**src/hdl/ultrasonic_hand_gesture_detector_defines.svh**
```systemverilog
// Assertion macros shared by the detector RTL.
`ifndef ULTRASONIC_HAND_GESTURE_DETECTOR_DEFINES_SVH
`define ULTRASONIC_HAND_GESTURE_DETECTOR_DEFINES_SVH

`ifndef SYNTHESIS
`define UHGD_ASSERT_ALWAYS(label, clk, rst, expr, msg) \
   label: assert property (@(posedge clk) disable iff (rst) (expr)) else $error(msg);
`define UHGD_ASSERT_IMPLIES(label, clk, rst, ante, cons, msg) \
   label: assert property (@(posedge clk) disable iff (rst) (ante) |-> (cons)) else $error(msg);
`define UHGD_ASSERT_NEXT(label, clk, rst, ante, cons, msg) \
   label: assert property (@(posedge clk) disable iff (rst) (ante) |=> (cons)) else $error(msg);
`else
`define UHGD_ASSERT_ALWAYS(label, clk, rst, expr, msg)
`define UHGD_ASSERT_IMPLIES(label, clk, rst, ante, cons, msg)
`define UHGD_ASSERT_NEXT(label, clk, rst, ante, cons, msg)
`endif

`endif

```
**src/hdl/uhgd_pkg.sv**
```systemverilog
package uhgd_pkg;

   typedef struct packed {
      logic [14:0] echo_us;
      logic [31:0] now_ms;
   } req_type;

   typedef struct packed {
      logic [2:0] event_res;
      logic [1:0] sensor;
      logic [6:0] level;
      logic       last;
   } rsp_type;

   // Event codes.
   localparam logic [2:0] EV_ON      = 3'd0;
   localparam logic [2:0] EV_LEVEL   = 3'd1;
   localparam logic [2:0] EV_OFF     = 3'd2;
   localparam logic [2:0] EV_TAP     = 3'd3;
   localparam logic [2:0] EV_SWIPE_R = 3'd4;
   localparam logic [2:0] EV_SWIPE_L = 3'd5;

   // Register indexes.
   localparam logic [2:0] CSR_TAP_MIN_HOLD   = 3'd0;
   localparam logic [2:0] CSR_LONG_HOLD      = 3'd1;
   localparam logic [2:0] CSR_TAP_MAX_SPREAD = 3'd2;
   localparam logic [2:0] CSR_TAP_MAX_NEAR   = 3'd3;
   localparam logic [2:0] CSR_SWIPE_WINDOW   = 3'd4;

   localparam logic [6:0]  FULL_LEVEL = 7'd127;
   localparam logic [4:0]  MIN_CM     = 5'd2;
   // A hand is seen for widths from 2*58 to 20*58+57 microseconds.
   localparam logic [14:0] ECHO_SEEN_MIN = 15'd116;
   localparam logic [14:0] ECHO_SEEN_MAX = 15'd1217;
   // Reciprocal of 58 scaled by 2^16; exact for widths up to ECHO_SEEN_MAX.
   localparam logic [10:0] CM_RECIP = 11'd1130;

   // Level for distance offsets 0 to 18 cm: floor(x * 127 / 18).
   function automatic logic [6:0] level_of(input logic [4:0] x);
      logic [6:0] r;
      unique case (x)
         5'd0:    r = 7'd0;
         5'd1:    r = 7'd7;
         5'd2:    r = 7'd14;
         5'd3:    r = 7'd21;
         5'd4:    r = 7'd28;
         5'd5:    r = 7'd35;
         5'd6:    r = 7'd42;
         5'd7:    r = 7'd49;
         5'd8:    r = 7'd56;
         5'd9:    r = 7'd63;
         5'd10:   r = 7'd70;
         5'd11:   r = 7'd77;
         5'd12:   r = 7'd84;
         5'd13:   r = 7'd91;
         5'd14:   r = 7'd98;
         5'd15:   r = 7'd105;
         5'd16:   r = 7'd112;
         5'd17:   r = 7'd119;
         5'd18:   r = 7'd127;
         default: r = 7'd0;
      endcase
      return r;
   endfunction

endpackage

```
**src/hdl/ultrasonic_hand_gesture_detector.sv**
```systemverilog
// Channel   Ports                              Direction  Content
// request   req_valid / req_ready / req_data   in         one echo width and timestamp
// response  rsp_valid / rsp_ready / rsp_data   out        one gesture event
// csr       csr_wr_en / csr_index / csr_wdata  in         register write, no read-back
//
// An accepted item waits in the input stage until the event buffer is free, and is
// decoded there; its events are registered into the event buffer and offered from it.
// An item that produces zero to three events holds the event buffer until the last is
// taken, so the rate is one item per cycle for single events while rsp_ready stays high.
// Reset is synchronous and clears all sensor state and the registers to their defaults.
// A stalled response side holds the event buffer; one more item waits in the input stage.
`include "ultrasonic_hand_gesture_detector_defines.svh"

module ultrasonic_hand_gesture_detector
   import uhgd_pkg::*;
(
   input  logic        clock,
   input  logic        reset,
   input  logic        req_valid,
   output logic        req_ready,
   input  req_type     req_data,
   output logic        rsp_valid,
   input  logic        rsp_ready,
   output rsp_type     rsp_data,
   input  logic        csr_wr_en,
   input  logic [2:0]  csr_index,
   input  logic [15:0] csr_wdata
);

   // Configuration registers.
   logic [15:0] tap_min_hold_ff;
   logic [15:0] long_hold_ff;
   logic [4:0]  tap_max_spread_ff;
   logic [4:0]  tap_max_near_ff;
   logic [15:0] swipe_window_ff;

   // Input stage.
   logic    in_valid_ff, in_valid_in;
   req_type in_data_ff, in_data_in;

   // Per-sensor tracking state.
   logic [1:0]  turn_ff, turn_in;
   logic [2:0]  hand_ff, hand_in;
   logic [2:0]  level_mode_ff, level_mode_in;
   logic [31:0] hold_start_ff [3];
   logic [31:0] hold_start_in [3];
   logic [4:0]  nearest_ff [3];
   logic [4:0]  nearest_in [3];
   logic [4:0]  farthest_ff [3];
   logic [4:0]  farthest_in [3];
   logic        origin_valid_ff, origin_valid_in;
   logic [1:0]  origin_sensor_ff, origin_sensor_in;
   logic [31:0] origin_ms_ff, origin_ms_in;

   // Event buffer holding the results of one item.
   rsp_type     evbuf_ff [3];
   rsp_type     evbuf_in [3];
   logic [1:0]  count_ff, count_in;
   logic [1:0]  rd_ff, rd_in;

   // Decode signals.
   logic        buf_free;
   logic        advance;
   logic [1:0]  cur;
   logic [21:0] cm_product;
   logic [4:0]  dist_cm;
   logic        seen;
   logic [31:0] hold_ms;
   logic [4:0]  spread_cm;
   logic        ev_on, ev_level, ev_off, ev_tap, ev_swipe, swipe_right;
   logic        swipe_found;
   logic [1:0]  n_ev;
   rsp_type     ev_list [3];

   // Conditions watched by the checks at the end.
   logic        rd_last;
   logic        rd_in_range;
   logic        in_stall;
   logic        in_kept;
   logic        last_ok;

   // Configuration writes; unknown indexes are ignored.
   always_ff @(posedge clock) begin
      if (reset) begin
         tap_min_hold_ff   <= 16'd50;
         long_hold_ff      <= 16'd250;
         tap_max_spread_ff <= 5'd6;
         tap_max_near_ff   <= 5'd6;
         swipe_window_ff   <= 16'd250;
      end else if (csr_wr_en) begin
         unique case (csr_index)
            CSR_TAP_MIN_HOLD:   tap_min_hold_ff   <= csr_wdata;
            CSR_LONG_HOLD:      long_hold_ff      <= csr_wdata;
            CSR_TAP_MAX_SPREAD: tap_max_spread_ff <= csr_wdata[4:0];
            CSR_TAP_MAX_NEAR:   tap_max_near_ff   <= csr_wdata[4:0];
            CSR_SWIPE_WINDOW:   swipe_window_ff   <= csr_wdata;
            default: ;
         endcase
      end
   end

   // The buffer frees up in the cycle its final event is taken, so a new item can be
   // decoded straight behind it.
   assign buf_free  = (count_ff == 2'd0) || (rsp_ready && (rd_ff == count_ff - 2'd1));
   assign advance   = in_valid_ff && buf_free;
   assign req_ready = !in_valid_ff || advance;
   assign rsp_valid = count_ff != 2'd0;
   assign rsp_data  = evbuf_ff[rd_ff];

   always_comb begin
      in_valid_in = in_valid_ff;
      in_data_in  = in_data_ff;
      if (req_valid && req_ready) begin
         in_valid_in = 1'b1;
         in_data_in  = req_data;
      end else if (advance) begin
         in_valid_in = 1'b0;
      end
   end

   // Distance is only needed inside the seen range, where an 11-bit reciprocal
   // multiply gives the exact quotient.
   assign cur        = turn_ff;
   assign cm_product = 22'(in_data_ff.echo_us[10:0]) * 22'(CM_RECIP);
   assign dist_cm    = cm_product[20:16];
   assign seen       = (in_data_ff.echo_us >= ECHO_SEEN_MIN) &&
                       (in_data_ff.echo_us <= ECHO_SEEN_MAX);
   assign hold_ms    = in_data_ff.now_ms - hold_start_ff[cur];
   assign spread_cm  = (farthest_ff[cur] >= nearest_ff[cur]) ?
                       (farthest_ff[cur] - nearest_ff[cur]) : 5'd0;

   // State update for the sensor whose turn it is, followed by the swipe check on the
   // updated presence flags.
   always_comb begin
      turn_in          = turn_ff;
      hand_in          = hand_ff;
      level_mode_in    = level_mode_ff;
      hold_start_in    = hold_start_ff;
      nearest_in       = nearest_ff;
      farthest_in      = farthest_ff;
      origin_valid_in  = origin_valid_ff;
      origin_sensor_in = origin_sensor_ff;
      origin_ms_in     = origin_ms_ff;
      ev_on            = 1'b0;
      ev_level         = 1'b0;
      ev_off           = 1'b0;
      ev_tap           = 1'b0;
      ev_swipe         = 1'b0;
      swipe_right      = 1'b0;
      swipe_found      = 1'b0;
      if (advance) begin
         turn_in = (turn_ff == 2'd2) ? 2'd0 : turn_ff + 2'd1;
         if (seen && !hand_ff[cur]) begin
            // A fresh hand: zero hold time, so no level report yet.
            hand_in[cur]       = 1'b1;
            level_mode_in[cur] = 1'b0;
            hold_start_in[cur] = in_data_ff.now_ms;
            nearest_in[cur]    = dist_cm;
            farthest_in[cur]   = dist_cm;
            ev_on              = 1'b1;
            origin_valid_in    = 1'b1;
            origin_sensor_in   = cur;
            origin_ms_in       = in_data_ff.now_ms;
         end else if (seen && hand_ff[cur]) begin
            if (level_mode_ff[cur] || (hold_ms > {16'd0, long_hold_ff})) begin
               level_mode_in[cur] = 1'b1;
               ev_level           = 1'b1;
               if (dist_cm < nearest_ff[cur]) begin
                  nearest_in[cur] = dist_cm;
               end
               if (dist_cm > farthest_ff[cur]) begin
                  farthest_in[cur] = dist_cm;
               end
            end
         end else if (!seen && hand_ff[cur]) begin
            hand_in[cur]       = 1'b0;
            level_mode_in[cur] = 1'b0;
            ev_off             = 1'b1;
            ev_tap = (hold_ms >= {16'd0, tap_min_hold_ff}) &&
                     (hold_ms <= {16'd0, long_hold_ff}) &&
                     (spread_cm <= tap_max_spread_ff) &&
                     (nearest_ff[cur] <= tap_max_near_ff);
         end
         if (origin_valid_in) begin
            for (int s = 0; s < 3; s++) begin
               if (!swipe_found && hand_in[s] && (2'(s) != origin_sensor_in)) begin
                  swipe_found     = 1'b1;
                  origin_valid_in = 1'b0;
                  swipe_right     = origin_sensor_in < 2'(s);
                  ev_swipe = (in_data_ff.now_ms - origin_ms_in) < {16'd0, swipe_window_ff};
               end
            end
         end
      end
   end

   // Pack the events of this item in order and mark the final one.
   always_comb begin
      n_ev = 2'd0;
      for (int k = 0; k < 3; k++) begin
         ev_list[k] = '0;
      end
      if (ev_on) begin
         ev_list[n_ev] = '{EV_ON, cur, FULL_LEVEL, 1'b0};
         n_ev = n_ev + 2'd1;
      end
      if (ev_level) begin
         ev_list[n_ev] = '{EV_LEVEL, cur, level_of(dist_cm - MIN_CM), 1'b0};
         n_ev = n_ev + 2'd1;
      end
      if (ev_off) begin
         ev_list[n_ev] = '{EV_OFF, cur, 7'd0, 1'b0};
         n_ev = n_ev + 2'd1;
      end
      if (ev_tap) begin
         ev_list[n_ev] = '{EV_TAP, cur, FULL_LEVEL, 1'b0};
         n_ev = n_ev + 2'd1;
      end
      if (ev_swipe) begin
         ev_list[n_ev] = '{(swipe_right ? EV_SWIPE_R : EV_SWIPE_L), 2'd1, FULL_LEVEL, 1'b0};
         n_ev = n_ev + 2'd1;
      end
      for (int k = 0; k < 3; k++) begin
         ev_list[k].last = (2'(k) == n_ev - 2'd1);
      end
   end

   always_comb begin
      evbuf_in = evbuf_ff;
      count_in = count_ff;
      rd_in    = rd_ff;
      if (rsp_valid && rsp_ready) begin
         if (rd_ff == count_ff - 2'd1) begin
            count_in = 2'd0;
            rd_in    = 2'd0;
         end else begin
            rd_in = rd_ff + 2'd1;
         end
      end
      if (advance && (n_ev != 2'd0)) begin
         evbuf_in = ev_list;
         count_in = n_ev;
         rd_in    = 2'd0;
      end
   end

   always_ff @(posedge clock) begin
      if (reset) begin
         in_valid_ff      <= 1'b0;
         turn_ff          <= 2'd0;
         hand_ff          <= 3'd0;
         level_mode_ff    <= 3'd0;
         origin_valid_ff  <= 1'b0;
         origin_sensor_ff <= 2'd0;
         origin_ms_ff     <= 32'd0;
         count_ff         <= 2'd0;
         rd_ff            <= 2'd0;
         for (int k = 0; k < 3; k++) begin
            hold_start_ff[k] <= 32'd0;
            nearest_ff[k]    <= 5'd0;
            farthest_ff[k]   <= 5'd0;
         end
      end else begin
         in_valid_ff      <= in_valid_in;
         turn_ff          <= turn_in;
         hand_ff          <= hand_in;
         level_mode_ff    <= level_mode_in;
         origin_valid_ff  <= origin_valid_in;
         origin_sensor_ff <= origin_sensor_in;
         origin_ms_ff     <= origin_ms_in;
         count_ff         <= count_in;
         rd_ff            <= rd_in;
         hold_start_ff    <= hold_start_in;
         nearest_ff       <= nearest_in;
         farthest_ff      <= farthest_in;
      end
   end

   always_ff @(posedge clock) begin
      in_data_ff <= in_data_in;
      evbuf_ff   <= evbuf_in;
   end

   // A waiting item must still be there, unchanged, after the next edge.
   assign rd_last     = (rd_ff == count_ff - 2'd1);
   assign rd_in_range = (count_ff == 2'd0) || (rd_ff < count_ff);
   assign in_stall    = in_valid_ff && !advance;
   assign in_kept     = in_valid_in && (in_data_in == in_data_ff);
   assign last_ok     = !rsp_valid || (rsp_data.last == rd_last);

   `UHGD_ASSERT_ALWAYS(a_read_in_range, clock, reset, rd_in_range, "read pointer past events")
   `UHGD_ASSERT_ALWAYS(a_turn_range, clock, reset, turn_ff != 2'd3, "sensor turn out of range")
   `UHGD_ASSERT_IMPLIES(a_held_item, clock, reset, in_stall, in_kept, "waiting item changed")
   `UHGD_ASSERT_ALWAYS(a_last_marks_end, clock, reset, last_ok, "last flag misplaced")

endmodule

```
**config.mk**
```make
export PLATFORM = sky130hd
export DESIGN_NAME = ultrasonic_hand_gesture_detector
export DESIGN_NICKNAME = d
export VERILOG_FILES = /design/src/hdl/uhgd_pkg.sv /design/src/hdl/ultrasonic_hand_gesture_detector.sv
export VERILOG_INCLUDE_DIRS = /design/src /design/src/hdl
export SDC_FILE = /design/constraint.sdc
export NUM_CORES = 1
export LEC_CHECK = 0
export BUFFER_PORTS_ARGS = -buffer_cell sky130_fd_sc_hd__buf_2
export CAP_MARGIN = 40
export CORE_AREA = 2 2 252 254
export CTS_CLUSTER_SIZE = 10
export DETAILED_ROUTE_END_ITERATION = 16
export DIE_AREA = 0 0 254 256
export PLACE_DENSITY_LB_ADDON = 0.05
export SETUP_SLACK_MARGIN = 0.5
export SYNTH_ARGS = -nofsm -noshare
export SYNTH_HDL_FRONTEND = slang
export SYNTH_SLANG_ARGS = --single-unit
```
**constraint.sdc**
```tcl
create_clock -name clock -period 20.9 [get_ports clock]
set_input_delay 4.18 -clock clock [delete_from_list [all_inputs] [get_ports clock]]
set_output_delay 4.18 -clock clock [all_outputs]
set_load 0.03 [all_outputs]
```
Word-level counts from Yosys, hierarchy flattened

Memory sizes are Yosys's and may differ from the RTL's.
Index checks and enable logic that the tools add are counted.

Memories: 1
Output and inout bits: 15
Bits of input ports: 71
Register bits: 318
Bits in read-only memories: 224
Logic and storage cells: 269

Eq/ne operators: 11
Magnitude comparators: 27
Bitwise gates (word level): 11
Add/subtract/negate cells: 12
Reduce and logical (&&, ||, !) cells: 56
Multiplexer cells: 113
Multipliers: 1

Memory list:

| name             | words | width | rd ports | clocked after memory_dff | wr ports | line           | source |
|---|---|---|---|---|---|---|---|
| (name not given) | 32    | 7     | 1        | 0                        | 0        | uhgd_pkg.sv:41 | `unique case (x)` |

Operators by type and width:

| cell                                                 | number |
|---|---|
| two-way mux 32 bit                                   | 5 |
| bitwise mux 39 bit                                   | 4 |
| two-way mux 39 bit                                   | 4 |
| two-way mux 15 bit                                   | 8 |
| demux 13 bit (select 2 bit)                          | 4 |
| bitwise mux 96 bit                                   | 1 |
| two-way mux 13 bit                                   | 6 |
| binary-select mux 32 bit (select 2 bit)              | 1 |
| demux 32 bit (select 2 bit)                          | 1 |
| subtractor 32 bit                                    | 2 |
| two-way mux 1 bit                                    | 43 |
| greater-or-equal comparator 32 x 16 -> 1 bit         | 1 |
| greater-than comparator 32 x 16 -> 1 bit             | 1 |
| less-or-equal comparator 32 x 16 -> 1 bit            | 1 |
| < comparator 32 x 16 -> 1 bit                        | 1 |
| bitwise mux 15 bit                                   | 2 |
| two-way mux 5 bit                                    | 6 |
| binary-select mux 13 bit (select 2 bit)              | 1 |
| two-way mux 3 bit                                    | 8 |
| logical AND 1 bit                                    | 23 |
| two-way mux 2 bit                                    | 11 |
| binary-select mux 5 bit (select 2 bit)               | 2 |
| multiplier 11 x 10 -> 20 bit (second input constant) | 1 |
| nonzero test 2 bit                                   | 10 |
| 44 further kinds                                     | 84 |

Longest topological paths before layout

Depth in word-level cells: 31
Gate-level depth with buffers: 43
Depth with buffers taken out: 37

Worst setup path before layout

OpenSTA, ideal clock, no wires.

Path kind: reg-to-reg
Start: register turn_ff[0], in the netlist cur[0]
End: register evbuf_ff[0] in the netlist's numbering (enable)
Period minus slack after synthesis: 8837 ps
Setup slack: 12063 ps
Stages on the path, launching flop included: 39
Arrival time: 8444 ps
Path through: dfxtp_1 -> buf_2 -> buf_1 -> buf_1 -> mux2i_1 -> nor2_1 -> a21oi_1 -> ha_1 -> nor2b_1 -> o31a_1 -> o21a_1 -> nor2_1 -> nor2b_1 -> o21ai_0 -> nand2_1 -> a21oi_1 -> o21bai_1 -> xor2_1 -> [... 3 more ...] -> a21oi_1 -> nor4_1 -> o21ai_0 -> nor4b_1 -> and4_1 -> nand4_1 -> and3_1 -> clkbuf_1 -> fa_1 -> nor3_1 -> or4b_1 -> nor4b_2 -> a21oi_1 -> inv_1 -> ha_1 -> nand2b_1 -> mux2_4 -> and2_1

Longest elaborated chain between the ends: 29
Elaborated cells on any way between the ends: 97

Ends and longest elaborated chain:

| item                                                       | line                                    | source |
|---|---|---|
| start, declared                                            | ultrasonic_hand_gesture_detector.sv:42  | `logic [1:0] turn_ff, turn_in;` |
| start signal, assigned                                     | ultrasonic_hand_gesture_detector.sv:265 | `turn_ff <= turn_in;` |
| branches (longest 26 deep; another with subtractor 32 bit) | n/a                                     |  |
| two-way mux 2 bit *                                        | ultrasonic_hand_gesture_detector.sv:219 | `if (ev_swipe) begin` |
| nonzero test 2 bit *                                       | ultrasonic_hand_gesture_detector.sv:240 | `if (advance && (n_ev != 2'd0)) begin` |
| logical AND 1 bit *                                        | ultrasonic_hand_gesture_detector.sv:240 |  |
| end signal, assigned                                       | ultrasonic_hand_gesture_detector.sv:281 | `evbuf_ff <= evbuf_in;` |
| end, declared                                              | ultrasonic_hand_gesture_detector.sv:56  | `rsp_type evbuf_ff [3];` |

Mark *: on every way between the ends. The select of a mux whose other input is x is not followed.
A chain may end at the register's enable or synchronous reset.

==> impl_metrics.toml <==
[cts]
numCtsBuffers = 41
post_cts_resized = 0
root_buffer = "clkbuf_16"
h-tree-depth = 2
numClockSinks = 312
post_cts_buffers = 0
clk_path_buf_depth = 3
clk_latency_ps = 580
clkTransAtPathRegs_ps = 60
tritoncts = "built"
cts_hold_buf = 0

[critical_path]
crit_fanout = 33
r2r_end = "evbuf_ff[23]$_DFFE_PP_"
reg2reg_slack_ps = 11410
critPathKind = "flip-flop to flip-flop"
r2r-start = "cur[0]$_SDFFE_PP0P_"
slowest_delay_ps = 660
arrival_ps = 9750
r2r_cells = 30
critPathCaptureType = "flip-flop"
slowest_stage = "nor2_1"
crit_top_cell = "a21oi_1"
required_ps = 21160
critPathLaunchType = "flip-flop"

[synthesis]
synth.avg_cell_area_um2 = 8.21
synth.distinct_cells = 101
ys_async_sr_fraction_pct = 0
synth_seq_cells = 312
synthTopCellsByArea = "dfxtp_1 21%, ha_1 13%, edfxtp_1 11%"
synth_top_area_share_pct = 21.5
synth_cells = 2635
synth_seq_area_share_pct = 32.6
synth_common_cells = "439 x nand2_1, 307 x a21oi_1, 232 x dfxtp_1"
postSynthNetCount = 2957
synth.largest_area_cell = "dfxtp_1"
syn_area_um2 = 21600
synthFlopType = "dfxtp_1"
synth_edf_count = 80
ys.warnings.count = 0
synth_most_common_cell = "nand2_1"

[route]
drt_iter0_drc = 1404
detail_route.wl_per_cell_um = 20.1
routed_wl_um = 71300
ant_nets = 0
viasPerCell = 5.37
drtPass1Iterations = 5
vias = 19000
drcViolationCount = 0

[hold_path]
hold_start = "hold_start_ff[87]$_SDFFE_PP0P_"
min_to = "hold_start_ff[87]$_SDFFE_PP0P_"
worstHoldPathCells = 2
hold_path_class = "flip-flop to flip-flop"

[global_route]
grt_max_degree = 85
overflow = 0
grt_pass1_vias = 17900
antenna_found_initial = 0
track_usage_pct = 21.5
grt_pass1_wl_um = 108000

[timing]
tns_ps = 0
worst_pin_slew_ps = 882
final-setup-viol-count = 0
period_needed_ps = 9490
final.period_utilization_pct = 45.4
finalHoldViolCount = 0
drv_slew = 0
setup_slack_ps = 11410
fmax_ghz = 0.105
rsz0062_at_grt = "no"
skew_ps = 22.8
relSlewSlack_pct = 40.8

[power]
p_leak_nw = 9.62
switching_share_pct = 35.8
ir_worst_vdd_mv = 0.0657
total_power_w = 0.00204
p_clk_share_pct = 34.1
p_int_w = 0.00131
p_per_area_nw_per_um2 = 83.9
seq_power_share_pct = 32.4
power_switching_w = 0.000731
combPwrFrac_pct = 33.5

[final_layout]
drive_gt1_share_pct = 8.84
final_cells = 3550
area_delta_synth_final_pct = 12.4
postLayoutCellArea_um2 = 24300
diodes = 0
nets = 2996

[place]
dpl-instance-area_um2 = 23000
gp_congestion = 0.896
pre_cts_ws_ps = 11420
dp_hpwl_um = 53700
io_buffer_count = 85
placed_cells = 3477

[floorplanning]
fp.coreArea_um2 = 62400
rows = 92
initial_utilization_pct = 34.7
pin_count = 86
die_h_um = 256
die-area_um2 = 65000
dieWidth_um = 254

[flow_run]
maxCapViolCount = 0

[status]
outcome = "finished, final reports clean"
-- per-stage QoR --
stage	hold WS [ps]	util, %
final	452	39.0
after global routing	469	39.0
after detailed placement	446	36.9
after global placement	440	36.7
after CTS	454	39.0
after floorplan	435	-
-- power by group through the flow --
stage                     sequential (W)  clock, W  combinational [W]
after CTS                       0.000661  0.000718           0.000686
final                           0.000661  0.000696           0.000683
after detailed placement        0.000674         0           0.000682
after floorplan                 0.000659         0           0.000484
after global placement          0.000673         0           0.000666
after global routing            0.000663  0.000739           0.000775
-- cell families after synthesis --
kind of cell,Yosys count,synth area share [%]
flops,312,32.6
xor+xnor,54,2.25
simple gates,890,18.7
buf+inv,310,5.50
mux,107,5.02
compound gates,710,20.6
fa+ha+maj,252,15.3
-- cells in the final DEF, fill, tap and decap left out, types with 22 or more instances in the layout --
cell type	n
inv_1	183
mux2i_1	100
nand2b_1	22
nand4_1	22
edfxtp_1	80
buf_4	32
clkbuf_16	42
dfxtp_1	230
a21oi_1	306
a21o_1	34
fa_1	22
nand3_1	45
a211oi_1	42
o211ai_1	22
xnor2_1	31
o21a_1	34
ha_1	229
nor2_1	184
buf_2	85
o21ai_0	110
and2_1	23
nor3_1	42
nand2_1	438
-- how the worst max path moves through the flow --
| stage | startpoint | end | cells after the start |
|---|---|---|---|
| detailed placement | cur[0]$_SDFFE_PP0P_ | evbuf_ff[23]$_DFFE_PP_ | 35 |
| global placement | rsp_ready | evbuf_ff[29]$_DFFE_PP_ | 18 |
| global route | cur[0]$_SDFFE_PP0P_ | evbuf_ff[23]$_DFFE_PP_ | 35 |
| finish | cur[0]$_SDFFE_PP0P_ | evbuf_ff[23]$_DFFE_PP_ | 30 |
| CTS | cur[0]$_SDFFE_PP0P_ | evbuf_ff[23]$_DFFE_PP_ | 35 |
| floorplan | cur[0]$_SDFFE_PP0P_ | evbuf_ff[0]$_DFFE_PP_ | 38 |
-- sequential cells by signal, indices dropped and copies added, names as in the netlist, named ones only --
signal	count
tap_min_hold_ff	16
swipe_window_ff	16
farthest_ff	15
origin_valid_ff	1
count_ff	2
nearest_ff	15
origin_ms_ff	32
cur	2
long_hold_ff	16
rd_ff	2
hold_start_ff	96
tap_max_spread_ff	5
in_valid_ff	1
in_data_ff	47
tap_max_near_ff	5
hand_ff	3
origin_sensor_ff	2
evbuf_ff	33
-- metal layers --
metal / routed length [um] / GRT usage, %
met1: 35800 / 32.7
met2: 29700 / 31.2
met3: 4170 / 3.35
met4: 1680 / 5.49
met5: 0 / 0
-- final cells by class --
type	count	area, um2
clock buffers	63	1160
clock inverters	10	160
fillers	6445	38100
inverters	185	694
multi-input cells	2013	13400
flip-flops and latches	312	7050
well taps	846	1060
repair buffers	121	752
-- worst max-delay path, delay by kind of cell (launching register included) --
family,cells,cell delay (ps)
xor+xnor,1,190
mux,2,480
simple gates,10,3400
flops,1,620
buf+inv,3,770
fa+ha+maj,4,1370
compound gates,10,2280
(Power assumes the default switching activity.)
